### config.mk
export PLATFORM = sky130hd
export DESIGN_NAME = nfpl_effect_unit
export DESIGN_NICKNAME = d
export VERILOG_FILES = /design/src/hw/rtl/nfpl_pkg.sv /design/src/hw/rtl/nfpl_effect_unit.sv
export SDC_FILE = /design/constraint.sdc
export NUM_CORES = 1
export LEC_CHECK = 0
export BUFFER_PORTS_ARGS = -buffer_cell sky130_fd_sc_hd__buf_2
export CELL_PAD_IN_SITES_DETAIL_PLACEMENT = 1
export CELL_PAD_IN_SITES_GLOBAL_PLACEMENT = 2
export CORE_AREA = 2 2 120 122
export DETAILED_ROUTE_END_ITERATION = 7
export DIE_AREA = 0 0 122 124
export GPL_TIMING_DRIVEN = 0
export PLACE_DENSITY_LB_ADDON = 0.1
export SLEW_MARGIN = 20
export SYNTH_ARGS = -nofsm -noshare
export SYNTH_HDL_FRONTEND = slang
export SYNTH_SLANG_ARGS = --single-unit
export TNS_END_PERCENT = 20
### constraint.sdc
create_clock -name clk -period 2.7 [get_ports clk]
set_clock_uncertainty 0.1 [all_clocks]
set_input_delay 0.405 -clock clk [delete_from_list [all_inputs] [get_ports clk]]
set_output_delay 0.405 -clock clk [all_outputs]
set_load 0.01 [all_outputs]
### src/hw/rtl/nfpl_pkg.sv
// ----------------------------------------------------------------------------
// nfpl_pkg
// Shared codes, constants and types of the NOR flash model with power loss.
// ----------------------------------------------------------------------------
package nfpl_pkg;

    localparam int MEMORY_BYTES_DEF = 65536;
    localparam int MAX_UNIT_BYTES   = 8;
    localparam int TOTAL_W          = 48;

    localparam logic [7:0] ERASED_BYTE = 8'hFF;

    localparam logic [2:0] OP_READ    = 3'd0;
    localparam logic [2:0] OP_PROGRAM = 3'd1;
    localparam logic [2:0] OP_ERASE   = 3'd2;
    localparam logic [2:0] OP_ARM     = 3'd3;
    localparam logic [2:0] OP_DISARM  = 3'd4;
    localparam logic [2:0] OP_RESTORE = 3'd5;

    localparam logic [2:0] ST_OK         = 3'd0;
    localparam logic [2:0] ST_GEOMETRY   = 3'd1;
    localparam logic [2:0] ST_RANGE      = 3'd2;
    localparam logic [2:0] ST_UNALIGNED  = 3'd3;
    localparam logic [2:0] ST_TRANSITION = 3'd4;
    localparam logic [2:0] ST_POWER      = 3'd5;

    localparam logic [1:0] CFG_SECTOR_COUNT = 2'd0;
    localparam logic [1:0] CFG_SECTOR_LOG2  = 2'd1;
    localparam logic [1:0] CFG_UNIT_LOG2    = 2'd2;

    typedef struct packed {
        logic               ok;
        logic [TOTAL_W-1:0] total;
        logic [1:0]         unit_log2;
        logic [4:0]         sector_log2;
    } geo_t;

    typedef struct packed {
        logic        persist;
        logic        arm;
        logic        disarm;
        logic        restore;
        logic [31:0] fail_after;
    } eff_cmd_t;

    typedef struct packed {
        logic        power_down;
        logic        blocked;
        logic        last;
        logic [31:0] total;
    } eff_sts_t;

endpackage

### src/hw/rtl/nfpl_effect_unit.sv
// ----------------------------------------------------------------------------
// nfpl_effect_unit
// Power-loss bookkeeping: armed failure countdown, sticky power-down flag and
// the saturating count of persisted bytes.
// ----------------------------------------------------------------------------
module nfpl_effect_unit
    import nfpl_pkg::*;
(
    input  logic     clk,
    input  logic     rst_n,
    input  eff_cmd_t cmd,
    output eff_sts_t sts
);

    logic        power_down_reg;
    logic        armed_reg;
    logic [31:0] left_reg;
    logic [31:0] total_reg;

    logic        blocked;
    logic        last;

    assign blocked = armed_reg && (left_reg == 32'd0);
    assign last    = armed_reg && (left_reg == 32'd1);

    always_ff @(posedge clk or negedge rst_n)
    begin
        if (!rst_n)
        begin
            power_down_reg <= 1'b0;
            armed_reg      <= 1'b0;
            left_reg       <= 32'd0;
            total_reg      <= 32'd0;
        end
        else if (cmd.restore)
        begin
            power_down_reg <= 1'b0;
            armed_reg      <= 1'b0;
            left_reg       <= 32'd0;
            total_reg      <= 32'd0;
        end
        else if (cmd.arm)
        begin
            armed_reg <= 1'b1;
            left_reg  <= cmd.fail_after;
        end
        else if (cmd.disarm)
        begin
            armed_reg <= 1'b0;
            left_reg  <= 32'd0;
        end
        else if (cmd.persist)
        begin
            // A blocked byte writes nothing and only drops power.
            if (blocked)
            begin
                power_down_reg <= 1'b1;
            end
            else
            begin
                if (total_reg != 32'hFFFF_FFFF)
                begin
                    total_reg <= total_reg + 32'd1;
                end
                if (armed_reg)
                begin
                    left_reg <= left_reg - 32'd1;
                end
                if (last)
                begin
                    power_down_reg <= 1'b1;
                end
            end
        end
    end

    assign sts.power_down = power_down_reg;
    assign sts.blocked    = blocked;
    assign sts.last       = last;
    assign sts.total      = total_reg;

endmodule

==> results_dict.tcl <==
set metrics [dict create \
    status "finished with violations" \
    violations "setup timing" \
    fill_cells 1652 \
    routed_wl_um 15480 \
    num_vias 4188 \
    die_area_um2 15130 \
    rows 43 \
    crit_path_frequent_cell "or4_4" \
    fin_cells 772 \
    slew_headroom_pct 46.88 \
    die_x_um 122 \
    clockBufferDepth 2 \
    fin_util_pct 40.51 \
    cp-start-kind "flip-flop" \
    synth.top_cell.area_share_pct 40.62 \
    netlist_instances 476 \
    grt_pass1_vias 4296 \
    design_area_um2 5558 \
    clk_pin_slew_ns 0.05 \
    r2r-end "left_reg[1]$_DFFE_PN0P_" \
    grt_max_degree 37 \
    slew_viol_final 0 \
    whs_ns 0.1654 \
    min_period_ns 2.849 \
    max_stage_delay_ns 0.53 \
    fin_nets 628 \
    min_from "cmd[2]" \
    synth_area_leaders "dfrtp_1 41%, nand2_1 5.4%, nor4_1 4.5%" \
    final_common_cell "buf_2" \
    criticalPathCategory "flip-flop to primary output" \
    synth_ff_type "dfrtp_1" \
    cts_made_buffers 9 \
    yosys.area.top_type "dfrtp_1" \
    power.density_nw_per_um2 529.6 \
    worst-path-buf-inv 2 \
    clock_sinks 66 \
    dieHeight_um 124 \
    placed_cell_area_um2 4681 \
    cts-root-buf "clkbuf_16" \
    gp_congestion 0.8172 \
    first_pass_iters 4 \
    ys_seq_area_share_pct 40.62 \
    port_buffers 72 \
    holdPathStages 3 \
    io_pins 73 \
    max_clock_freq_mhz 351.0 \
    diodes 0 \
    r2r-start "left_reg[20]$_DFFE_PN0P_" \
    setup_viol 33 \
    period_share_pct 105.5 \
    cap_viol_max_count 0 \
    slowest_stage "or4_4" \
    rsz0062_at_grt "true" \
    ir_drop_uv 275.3 \
    syn_area_per_cell_um2 8.543 \
    finalHoldViolations 0 \
    clk_latency_ns 0.35 \
    crit_chain "or4_4 > or4_4 > nor4_4 > buf_4 > buf_6" \
    start_util_pct 29.64 \
    crit_path_max_fanout 4 \
    dp_cells 729 \
    core_area_um2 13720 \
    async_flop_share_pct 100.0 \
    hold_end "left_reg[2]$_DFFE_PN0P_" \
    via_per_inst 5.425 \
    reg2reg_depth 10 \
    dp_hpwl_um 10770 \
    wl_per_cell_um 20.05 \
    cp-end-kind "primary output" \
    cp_data_required_time_ns 2.19 \
    gr-total-overflow 0 \
    worst_slack_ns -0.1490 \
    syn_nets 517 \
    antenna_found_initial 0 \
    cp_top_family "simple AND/OR/NAND/NOR gates" \
    area_growth_pct 36.68 \
    ys_ff_latch 66 \
    worstPathArrival_ns 2.34 \
    cts_htree_levels 3 \
    final_cell_mix "69 x buf_2, 66 x dfrtp_1, 58 x nand2_1" \
    drive_above_1_share_pct 29.90 \
    p_leak_nw 2.357 \
    drt_iter0_markers 139 \
    r2r_slack_ns -0.11 \
    drtAntennaViolNets 0 \
    syn-cell-area_um2 4066 \
    hp-class "primary input to flip-flop" \
    drc 0 \
    worstMarginPinSlew_ns 0.7968 \
    grt_pass1_wl_um 23930 \
    gr-usage-all-layers_pct 21.29 \
    yosysWarningCount 0 \
    cts_tree "yes" \
    netlist-cell-type-count 56 \
    synth_edf_count 0 \
]
[routing by layer]
metal	GRT usage (%)	share of wire, %
met1	25.58	43
met2	38.65	52
met3	3.068	2.8
met4	7.687	1.7
met5	0	0
[synth_stat cells, types with 3 or more instances]
library cell / instances
nor4_1: 29
or4_1: 6
buf_6: 4
dfrtp_1: 66
or2_2: 3
inv_1: 9
nand3_1: 18
buf_4: 7
o22ai_1: 5
or3_1: 12
nor2_1: 46
a211oi_1: 7
xor2_1: 3
and2_1: 4
xnor2_1: 20
nor2b_1: 4
a31o_2: 3
o21ai_0: 26
ha_1: 3
a21oi_1: 35
a22oi_1: 5
and4_1: 5
a32oi_1: 3
o31a_1: 3
nand2_1: 59
nor3_1: 17
o31ai_1: 4
nor3b_1: 3
o21ai_1: 3
nand4_1: 16
o311ai_0: 5
clkbuf_1: 13
[what timing repair did]
action / CTS / global route
hold buffers: 1 / 0
setup buffers: 16 / 8
gates resized for setup: 63 / 14
endpoints found under the hold margin: 30 / 0
pin swaps: 13 / 9
cloned: 3 / 1
setup endpoints to repair: 67 / 66
[where the power goes]
group | total, mW | switching (mW) | internal, mW | leakage [nW]
clock network | 1.33 | 0.471 | 0.860 | 0.163
registers | 1.06 | 0.0445 | 1.02 | 0.907
logic | 0.550 | 0.326 | 0.224 | 1.29
total | 2.94 | 0.842 | 2.10 | 2.36
[worst reg2reg max path, stage by stage (launching register included)]
cell and delay [ns]:
dfrtp_1 0.40, or4_4 0.53, or4_4 0.49, buf_4 0.18, buf_4 0.14, o31ai_4 0.22
buf_6 0.17, buf_12 0.11, buf_8 0.12, o21ai_1 0.06, a22o_1 0.19
[layout make-up]
type	count	area [um2]	area share [%]
multi-input cells	375	2426	43.65
plain buffers	24	173.9	3.129
clock inverters	4	73.82	1.328
inverters	9	33.78	0.6078
repair buffers	102	716.9	12.90
clock buffers	12	256.5	4.615
well taps	180	225.2	4.052
flip-flops and latches	66	1652	29.72
[logic make-up after synthesis]
| group | Yosys count | share of synthesized area [%] |
|---|---|---|
| flip-flops | 66 | 40.62 |
| XOR/XNOR | 23 | 4.954 |
| adder cells (fa/ha/maj) | 3 | 0.9232 |
| buffers and inverters | 35 | 4.615 |
| multiplexers | 5 | 1.323 |
| AO/OA/AOI/OAI | 110 | 17.48 |
| AND/OR/NAND/NOR | 234 | 30.09 |
[how the worst max path moves through the flow]
| stage | to | cells past startpoint | from |
|---|---|---|---|
| final | sts[32] | 5 | left_reg[20]$_DFFE_PN0P_ |
| after global routing | sts[32] | 5 | left_reg[20]$_DFFE_PN0P_ |
| after CTS | sts[33] | 6 | left_reg[20]$_DFFE_PN0P_ |
| after detailed placement | total_reg[20]$_DFFE_PN0P_ | 8 | total_reg[0]$_DFFE_PN0P_ |
| after global placement | total_reg[20]$_DFFE_PN0P_ | 8 | total_reg[0]$_DFFE_PN0P_ |
| after floorplan | total_reg[20]$_DFFE_PN0P_ | 8 | total_reg[0]$_DFFE_PN0P_ |
[per-stage QoR]
step           TNS [ns]  power (mW)  setup WS, ns
4_1_cts          -5.786       2.946       -0.2405
3_5_place_dp     -19.93       1.496       -0.5974
3_3_place_gp     -16.41       1.484       -0.5717
5_1_grt          -4.838       3.066       -0.2065
2_1_floorplan         0       1.326       0.05215
6_report         -1.545       2.943       -0.1490
No activity file was read; power rests on OpenSTA's default activity.
