`config.mk`:
```
export PLATFORM = sky130hd
export DESIGN_NAME = nfpl_ctrl
export DESIGN_NICKNAME = d
export VERILOG_FILES = /design/src/hw/rtl/nfpl_pkg.sv /design/src/hw/rtl/nfpl_ctrl.sv
export SDC_FILE = /design/constraint.sdc
export NUM_CORES = 1
export LEC_CHECK = 0
export BUFFER_PORTS_ARGS = -buffer_cell sky130_fd_sc_hd__buf_2
export CAP_MARGIN = 20
export CORE_AREA = 2 2 145 147
export CTS_BUF_LIST = sky130_fd_sc_hd__clkbuf_8
export DETAILED_ROUTE_END_ITERATION = 8
export DIE_AREA = 0 0 147 149
export PLACE_DENSITY = 0.84
export SYNTH_ARGS = -nofsm -noshare
export SYNTH_HDL_FRONTEND = slang
export SYNTH_SLANG_ARGS = --single-unit
```
`constraint.sdc`:
```
create_clock -name clk -period 10.5 [get_ports clk]
set_input_delay 2.625 -clock clk [delete_from_list [all_inputs] [get_ports clk]]
set_output_delay 2.625 -clock clk [all_outputs]
set_load 0.02 [all_outputs]
```
`src/hw/rtl/nfpl_pkg.sv`:
```
// ----------------------------------------------------------------------------
// nfpl_pkg
// Shared codes, constants and types of the NOR flash model with power loss.
// ----------------------------------------------------------------------------
package nfpl_pkg;

    localparam int MEMORY_BYTES_DEF = 65536;
    localparam int MAX_UNIT_BYTES   = 8;
    localparam int TOTAL_W          = 48;

    localparam logic [7:0] ERASED_BYTE = 8'hFF;

    localparam logic [2:0] OP_READ    = 3'd0;
    localparam logic [2:0] OP_PROGRAM = 3'd1;
    localparam logic [2:0] OP_ERASE   = 3'd2;
    localparam logic [2:0] OP_ARM     = 3'd3;
    localparam logic [2:0] OP_DISARM  = 3'd4;
    localparam logic [2:0] OP_RESTORE = 3'd5;

    localparam logic [2:0] ST_OK         = 3'd0;
    localparam logic [2:0] ST_GEOMETRY   = 3'd1;
    localparam logic [2:0] ST_RANGE      = 3'd2;
    localparam logic [2:0] ST_UNALIGNED  = 3'd3;
    localparam logic [2:0] ST_TRANSITION = 3'd4;
    localparam logic [2:0] ST_POWER      = 3'd5;

    localparam logic [1:0] CFG_SECTOR_COUNT = 2'd0;
    localparam logic [1:0] CFG_SECTOR_LOG2  = 2'd1;
    localparam logic [1:0] CFG_UNIT_LOG2    = 2'd2;

    typedef struct packed {
        logic               ok;
        logic [TOTAL_W-1:0] total;
        logic [1:0]         unit_log2;
        logic [4:0]         sector_log2;
    } geo_t;

    typedef struct packed {
        logic        persist;
        logic        arm;
        logic        disarm;
        logic        restore;
        logic [31:0] fail_after;
    } eff_cmd_t;

    typedef struct packed {
        logic        power_down;
        logic        blocked;
        logic        last;
        logic [31:0] total;
    } eff_sts_t;

endpackage

```
`src/hw/rtl/nfpl_ctrl.sv`:
```
// ----------------------------------------------------------------------------
// nfpl_ctrl
// Command sequencer: clearing pass, checks, single-byte read, program verify
// and write, sector erase over the byte store, and power-loss arm, disarm and restore.
// ----------------------------------------------------------------------------
module nfpl_ctrl
    import nfpl_pkg::*;
#(
    parameter int MEMORY_BYTES = MEMORY_BYTES_DEF,
    localparam int AW = $clog2(MEMORY_BYTES),
    localparam int WA = ((AW > 17) ? AW : 17) + 1
)
(
    input  logic          clk,
    input  logic          rst_n,
    input  logic          start,
    output logic          busy,
    input  logic [2:0]    opcode,
    input  logic [16:0]   address,
    input  logic [63:0]   program_data,
    input  logic [31:0]   fail_after_count,
    input  geo_t          geo,
    output logic          done,
    output logic [2:0]    status,
    output logic [7:0]    read_data,
    output logic          mem_we,
    output logic [AW-1:0] mem_addr,
    output logic [7:0]    mem_wdata,
    input  logic [7:0]    mem_rdata,
    output eff_cmd_t      eff_cmd,
    input  eff_sts_t      eff_sts
);

    localparam logic [3:0] S_CLEAR  = 4'd0;
    localparam logic [3:0] S_IDLE   = 4'd1;
    localparam logic [3:0] S_DECODE = 4'd2;
    localparam logic [3:0] S_READ   = 4'd3;
    localparam logic [3:0] S_PRD    = 4'd4;
    localparam logic [3:0] S_PCMP   = 4'd5;
    localparam logic [3:0] S_PWR    = 4'd6;
    localparam logic [3:0] S_ERASE  = 4'd7;
    localparam logic [3:0] S_RESP   = 4'd8;

    localparam logic [AW-1:0] CLEAR_LAST = AW'(MEMORY_BYTES - 1);

    logic [3:0]    state_reg, state_next;
    logic [AW-1:0] off_reg, off_next;
    logic [AW-1:0] off_last_reg, off_last_next;
    logic [2:0]    status_reg, status_next;
    logic [7:0]    rdata_reg, rdata_next;

    logic [2:0]    op_reg;
    logic [16:0]   addr_reg;
    logic [63:0]   data_reg;
    logic [31:0]   fail_reg;

    logic               accept;
    logic [WA-1:0]      byte_addr;
    logic [7:0]         data_byte;
    logic [TOTAL_W-1:0] addr_w;
    logic [TOTAL_W-1:0] unit_w;
    logic [TOTAL_W-1:0] ssize_w;
    logic [TOTAL_W-1:0] unit_last_w;
    logic [TOTAL_W-1:0] sector_last_w;
    logic               read_range_bad;
    logic               prog_range_bad;
    logic               prog_unaligned;
    logic               erase_range_bad;
    logic               erase_unaligned;

    assign busy   = !((state_reg == S_IDLE) || (state_reg == S_RESP));
    assign accept = start && !busy;
    assign done   = (state_reg == S_RESP);

    assign byte_addr = WA'(addr_reg) + WA'(off_reg);
    assign mem_addr  = (state_reg == S_CLEAR) ? off_reg : byte_addr[AW-1:0];
    assign data_byte = data_reg[{off_reg[2:0], 3'b000} +: 8];

    assign addr_w        = TOTAL_W'(addr_reg);
    assign unit_w        = TOTAL_W'(1) << geo.unit_log2;
    assign ssize_w       = TOTAL_W'(1) << geo.sector_log2;
    assign unit_last_w   = unit_w - TOTAL_W'(1);
    assign sector_last_w = ssize_w - TOTAL_W'(1);

    assign read_range_bad  = addr_w >= geo.total;
    assign prog_range_bad  = (addr_w + unit_w) > geo.total;
    assign prog_unaligned  = (addr_w & unit_last_w) != '0;
    assign erase_range_bad = (addr_w + ssize_w) > geo.total;
    assign erase_unaligned = (addr_w & sector_last_w) != '0;

    always_ff @(posedge clk)
    begin
        if (accept)
        begin
            op_reg   <= opcode;
            addr_reg <= address;
            data_reg <= program_data;
            fail_reg <= fail_after_count;
        end
    end

    always_ff @(posedge clk or negedge rst_n)
    begin
        if (!rst_n)
        begin
            state_reg    <= S_CLEAR;
            off_reg      <= '0;
            off_last_reg <= '0;
            status_reg   <= ST_OK;
            rdata_reg    <= 8'd0;
        end
        else
        begin
            state_reg    <= state_next;
            off_reg      <= off_next;
            off_last_reg <= off_last_next;
            status_reg   <= status_next;
            rdata_reg    <= rdata_next;
        end
    end

    always_comb
    begin
        state_next         = state_reg;
        off_next           = off_reg;
        off_last_next      = off_last_reg;
        status_next        = status_reg;
        rdata_next         = rdata_reg;
        mem_we             = 1'b0;
        mem_wdata          = data_byte;
        eff_cmd            = '0;
        eff_cmd.fail_after = fail_reg;

        case (state_reg)
            S_CLEAR:
            begin
                mem_we    = 1'b1;
                mem_wdata = ERASED_BYTE;
                if (off_reg == CLEAR_LAST)
                begin
                    off_next   = '0;
                    state_next = S_IDLE;
                end
                else
                begin
                    off_next = off_reg + AW'(1);
                end
            end

            S_IDLE, S_RESP:
            begin
                state_next = accept ? S_DECODE : S_IDLE;
            end

            S_DECODE:
            begin
                rdata_next  = 8'd0;
                status_next = ST_OK;
                state_next  = S_RESP;
                if ((op_reg inside {OP_READ, OP_PROGRAM, OP_ERASE, OP_RESTORE}) && !geo.ok)
                begin
                    status_next = ST_GEOMETRY;
                end
                else if ((op_reg <= OP_DISARM) && eff_sts.power_down)
                begin
                    status_next = ST_POWER;
                end
                else
                begin
                    case (op_reg)
                        OP_READ:
                        begin
                            if (read_range_bad)
                            begin
                                status_next = ST_RANGE;
                            end
                            else
                            begin
                                state_next = S_READ;
                            end
                        end
                        OP_PROGRAM:
                        begin
                            if (prog_range_bad)
                            begin
                                status_next = ST_RANGE;
                            end
                            else if (prog_unaligned)
                            begin
                                status_next = ST_UNALIGNED;
                            end
                            else
                            begin
                                off_last_next = unit_last_w[AW-1:0];
                                state_next    = S_PRD;
                            end
                        end
                        OP_ERASE:
                        begin
                            if (erase_unaligned)
                            begin
                                status_next = ST_UNALIGNED;
                            end
                            else if (erase_range_bad)
                            begin
                                status_next = ST_RANGE;
                            end
                            else
                            begin
                                off_last_next = sector_last_w[AW-1:0];
                                state_next    = S_ERASE;
                            end
                        end
                        OP_ARM:
                        begin
                            eff_cmd.arm = 1'b1;
                        end
                        OP_DISARM:
                        begin
                            eff_cmd.disarm = 1'b1;
                        end
                        OP_RESTORE:
                        begin
                            eff_cmd.restore = 1'b1;
                        end
                        default:
                        begin
                            status_next = ST_OK;
                        end
                    endcase
                end
            end

            S_READ:
            begin
                rdata_next = mem_rdata;
                state_next = S_RESP;
            end

            S_PRD:
            begin
                state_next = S_PCMP;
            end

            S_PCMP:
            begin
                // A program may only clear bits of the stored byte.
                if ((mem_rdata & data_byte) != data_byte)
                begin
                    status_next = ST_TRANSITION;
                    off_next    = '0;
                    state_next  = S_RESP;
                end
                else if (off_reg == off_last_reg)
                begin
                    off_next   = '0;
                    state_next = S_PWR;
                end
                else
                begin
                    off_next   = off_reg + AW'(1);
                    state_next = S_PRD;
                end
            end

            S_PWR, S_ERASE:
            begin
                eff_cmd.persist = 1'b1;
                if (state_reg == S_ERASE)
                begin
                    mem_wdata = ERASED_BYTE;
                end
                if (eff_sts.blocked)
                begin
                    status_next = ST_POWER;
                    off_next    = '0;
                    state_next  = S_RESP;
                end
                else
                begin
                    mem_we = 1'b1;
                    if (eff_sts.last)
                    begin
                        status_next = ST_POWER;
                        off_next    = '0;
                        state_next  = S_RESP;
                    end
                    else if (off_reg == off_last_reg)
                    begin
                        off_next   = '0;
                        state_next = S_RESP;
                    end
                    else
                    begin
                        off_next = off_reg + AW'(1);
                    end
                end
            end

            default:
            begin
                state_next = S_IDLE;
            end
        endcase
    end

    assign status    = status_reg;
    assign read_data = rdata_reg;

    a_done_single: assert property (@(posedge clk) disable iff (!rst_n)
        done |=> !done)
        else $error("result strobe held for more than one cycle");

    a_accept_decode: assert property (@(posedge clk) disable iff (!rst_n)
        accept |=> (state_reg == S_DECODE))
        else $error("accepted transaction did not enter decode");

    a_blocked_no_write: assert property (@(posedge clk) disable iff (!rst_n)
        (eff_cmd.persist && eff_sts.blocked) |-> !mem_we)
        else $error("byte written after power failure");

    a_verify_no_write: assert property (@(posedge clk) disable iff (!rst_n)
        ((state_reg == S_PRD) || (state_reg == S_PCMP)) |-> (!mem_we && !eff_cmd.persist))
        else $error("store modified during program verify");

endmodule

```
==> flow_results.org <==
** Setup path
- STA puts the critical path data required time at around 11000 ps.
- Along the worst path, the maximum fanout reaches 18.
- STA classifies the critical path endpoint as a flip-flop.
- Critical path buffer and inverter count :: 3
- The worst setup path is launched from an input port.
- The critical path in this run is classified as input port to flip-flop.
- For this design, the slowest cell found on the critical path is sky130_fd_sc_hd__or2_2.
- Delay of the slowest cell on the worst path :: 440 ps
- Data arrival time of the worst path :: ~8400 ps
- The cell family contributing the most delay on the critical path is compound AO/OA/AOI/OAI gates.

** Global routing
- The number of global-route vias before repair came to 9413.
- The number of antenna violations at the first check in global routing is 2.
- Total GRT Usage :: between 20% and 30%
- The first global-routing pass estimated roughly 47000 um of wire.
- Aggregate global routing overflow :: 0
- Maximum number of pins on one net before global-route repair :: 65

** CTS
- CTS placed an instance of sky130_fd_sc_hd__clkbuf_8 at the clock tree root.
- Number of buffers added by the clock tree synthesis step :: 17
- After clock tree synthesis, the clock-pin slew on the worst setup and hold paths is 90 ps.
- The H-tree generated during clock tree synthesis spans 4 levels.
- Counting every sink on the clock net gives 163.
- Clk Latency, worst-skew pair :: 460 ps
- Post-CTS Setup Repair Bufs :: 0
- TritonCTS clock tree :: done
- Buffers from clock root to sink, at most :: 2
- After clock tree synthesis, the flow added hold-fix buffers numbering 0.
- Once the clock tree was built, the resizer swapped 0 gates to a different size.

** Run status
- The run finished with clean final reports.

** Routing
- Dividing the detail-routed via count by the number of cells gives 5.85.
- Detail Route Antenna Nets :: 0
- Final routed DRC violation total :: 0
- After detailed routing, the total wire length is 30500 um.
- Number of design-rule violations left by the first detailed-router iteration :: 744
- Detailed-router iteration count before antenna repair :: 5
- Via count of the routed design :: 9493
- After detailed routing, the average wire length per cell comes to 18.8 um.

** Logic synthesis
- Synthesized-area fraction occupied by ao, oa, aoi and oai cells :: about 14%
- Summing every instance area after synthesis gives 11000 um^2.
- Syn nets :: 1417
- Number of instances in the synthesized netlist :: 1087
- The most used flip-flop cell after synthesis is sky130_fd_sc_hd__edfxtp_1.
- Number of enable flip-flop cells after synthesis :: 116
- Syn avg cell area :: 10.1 um^2
- Simple logic cell fraction of the synthesized area :: 16.6%
- After Yosys synthesis, XOR and XNOR cells account for 5.24% of the synthesized area.
- Fraction of the mapped netlist area in adder cells :: 12.9%
- Measured against the total synthesized area, the mux share comes to under 10%.
- Part of the Yosys area used for sequential elements :: 42.2%
- In the synthesized netlist the async set-or-reset flop fraction comes to between 20% and 30%.
- After synthesis, the largest family of logic cells by area is simple AND/OR/NAND/NOR gates.
- Synthesis-stage register bit count :: 163
- The Yosys step of the flow raised 0 warnings.
- The netlist uses between 60 and 70 different library cells.

** Floorplan
- Chip width :: 147 um
- Measured along the y axis, the die boundary spans approximately 150 um.
- Count of pins on the block boundary :: between 200 and 300
- Once the floorplan was initialized, standard cells occupied 53.7% of the core.
- Std-Cell Core Area :: 20600 um^2
- Floorplan die area :: 21900 um^2
- The floorplan has 53 rows.

** Cells and area
- Flip-flop count of the largest register after layout :: 64
- P&R area growth vs syn :: 18.0%
- Storage cell area :: 4660 um^2
- Fill cells in the final layout number 1624.
- Non-filler instance count after layout :: 1623
- In the final layout, the multi-input gates occupy 5970 um^2.
- Top library cells by usage in the layout, fill and taps aside :: 259 x sky130_fd_sc_hd__buf_2, 116 x sky130_fd_sc_hd__edfxtp_1, 109 x sky130_fd_sc_hd__ha_1, 92 x sky130_fd_sc_hd__nand2_1, 83 x sky130_fd_sc_hd__nor2_1
- The post-route netlist has 24.7% of its cells at a drive strength greater than 1.
- Leading cell type in the layout, fill and taps excluded :: sky130_fd_sc_hd__buf_2
- Post-route cell area :: 13000 um^2
- In the final design database the tool counted 1663 nets.

** Run
- Max-cap violations in this run came to 0.

** Pwr
- Across the VDD grid, the largest voltage drop is 0.199 mV.
- PD cells :: 252 nW/um^2
- Summed over all cells, the static leakage comes to 5.82 nW.

** STA
- Of the available clock period, the critical path in the final layout requires 76.4%.
- For the pin with the worst max-slew slack, the measured transition is 936 ps.
- Clock skew after layout :: 13.0 ps
- Setup repair after global routing missed its margin :: false
- Clock period minus final worst setup slack :: ~8000 ps
- Max-slew headroom at the worst pin :: 37.4%
- The number of slew-limit violations in the final report is 0.
- Number of setup violations in the final report :: 0
- The count of endpoints failing hold in the final timing report was 0.
- After routing, the total negative slack on setup checks comes to 0 ps.
- Worst hold slack across all endpoints :: 496 ps
- Maximum achievable frequency :: ~120 MHz

** Min path
- In this run the worst hold path is classified as flip-flop to flip-flop.

** Placement
- The wire-length estimate of the detail-placed layout is 23900 um.
- Buffers placed on the I/O ports in this run total 259.
- Once placement finished, the instance area stood at 12600 um^2.
- Routability cong. :: ~0.95
- Placed Instances :: 1588
[where the power goes]
part           leakage (nW)  switching (mW)  total, mW  internal [mW]
Combinational          3.97           0.982       1.64          0.653
Sequential             1.64           0.230       1.17          0.942
Clock                 0.216           0.272      0.478          0.207
Total                  5.82            1.48       3.29           1.80
[final cells by class]
cell class                 instances  share of cell area (%)
sequential                       163                    35.8
antenna                            2                  0.0385
timing repair buffer             264                    10.3
clock buffer                      17                    1.80
inverter                          67                    1.95
tap                              275                    2.64
multi-input combinational        820                    45.9
clock inverter                    15                    1.57
[routing by layer]
layer	global-route usage (%)	wire, um
met1	32.4	11500
met2	48.1	15200
met3	7.52	2550
met4	13.7	1290
met5	0	0
[synthesized netlist by cell type (9+ instances only)]
master                      count  area share, %
sky130_fd_sc_hd__nor2_1        83            2.8
sky130_fd_sc_hd__nor4_1        11           0.62
sky130_fd_sc_hd__and3_1        12           0.68
sky130_fd_sc_hd__dfrtp_1       47             11
sky130_fd_sc_hd__o2bb2ai_1     13            1.0
sky130_fd_sc_hd__nand2b_1      20            1.1
sky130_fd_sc_hd__or3_1          9           0.51
sky130_fd_sc_hd__mux2i_1       14            1.3
sky130_fd_sc_hd__nor3_1        36            1.6
sky130_fd_sc_hd__or2_2          9           0.51
sky130_fd_sc_hd__edfxtp_1     116             32
sky130_fd_sc_hd__nand4_1       19            1.1
sky130_fd_sc_hd__o22ai_1        9           0.51
sky130_fd_sc_hd__nand3_1       17           0.77
sky130_fd_sc_hd__nand2_1       92            3.1
sky130_fd_sc_hd__ha_1         109             12
sky130_fd_sc_hd__clkbuf_1      23           0.78
sky130_fd_sc_hd__a21oi_1       62            2.8
sky130_fd_sc_hd__mux4_2        16            3.3
sky130_fd_sc_hd__nor2b_1       18            1.0
sky130_fd_sc_hd__xor2_1        31            2.5
sky130_fd_sc_hd__inv_1         66            2.2
sky130_fd_sc_hd__a21o_1        25            1.7
sky130_fd_sc_hd__o21a_1        14           0.95
sky130_fd_sc_hd__xnor2_1       35            2.8
sky130_fd_sc_hd__o21ai_0       55            2.5
sky130_fd_sc_hd__buf_2         10           0.45
[cell families (layout without fill, tap and decap cells)]
group	after synthesis	after routing
AND/OR/NAND/NOR	362	362
other	1	3
adder cells (fa/ha/maj)	112	112
flip-flops	163	163
AO/OA/AOI/OAI	245	245
XOR/XNOR	66	66
multiplexers	34	34
buffers and inverters	104	363
[through the flow]
stage / total power, mW / utilization, % / worst slack (ps)
floorplan: 2.28 / - / 2950
global placement: 2.74 / 61.1 / 2290
detailed placement: 2.80 / 61.1 / 2210
CTS: 3.29 / 63.2 / 2670
global route: 3.50 / 63.3 / 2040
finish: 3.29 / 63.3 / 2480
[final timing paths]
kind                               from              end  slack [ps]  cells after the start
max                              geo[1]  off_last_reg[9]        2480                     25
min                        read_data[0]     read_data[0]         500                      2
max reg2reg                 addr_reg[1]  off_last_reg[9]        4950                     20
min reg2reg                read_data[0]     read_data[0]         500                      2
max in group asynchronous         rst_n  off_last_reg[7]        7900                      2
min in group asynchronous         rst_n     read_data[5]        2090                      1
[tightest hold or removal path, cell delays in order (launching register included)]
cell	delay (ps)
sky130_fd_sc_hd__dfrtp_1	360
sky130_fd_sc_hd__nand2_1	50
sky130_fd_sc_hd__o21ai_0	60
Note: power is estimated with default switching activity, not from simulation.
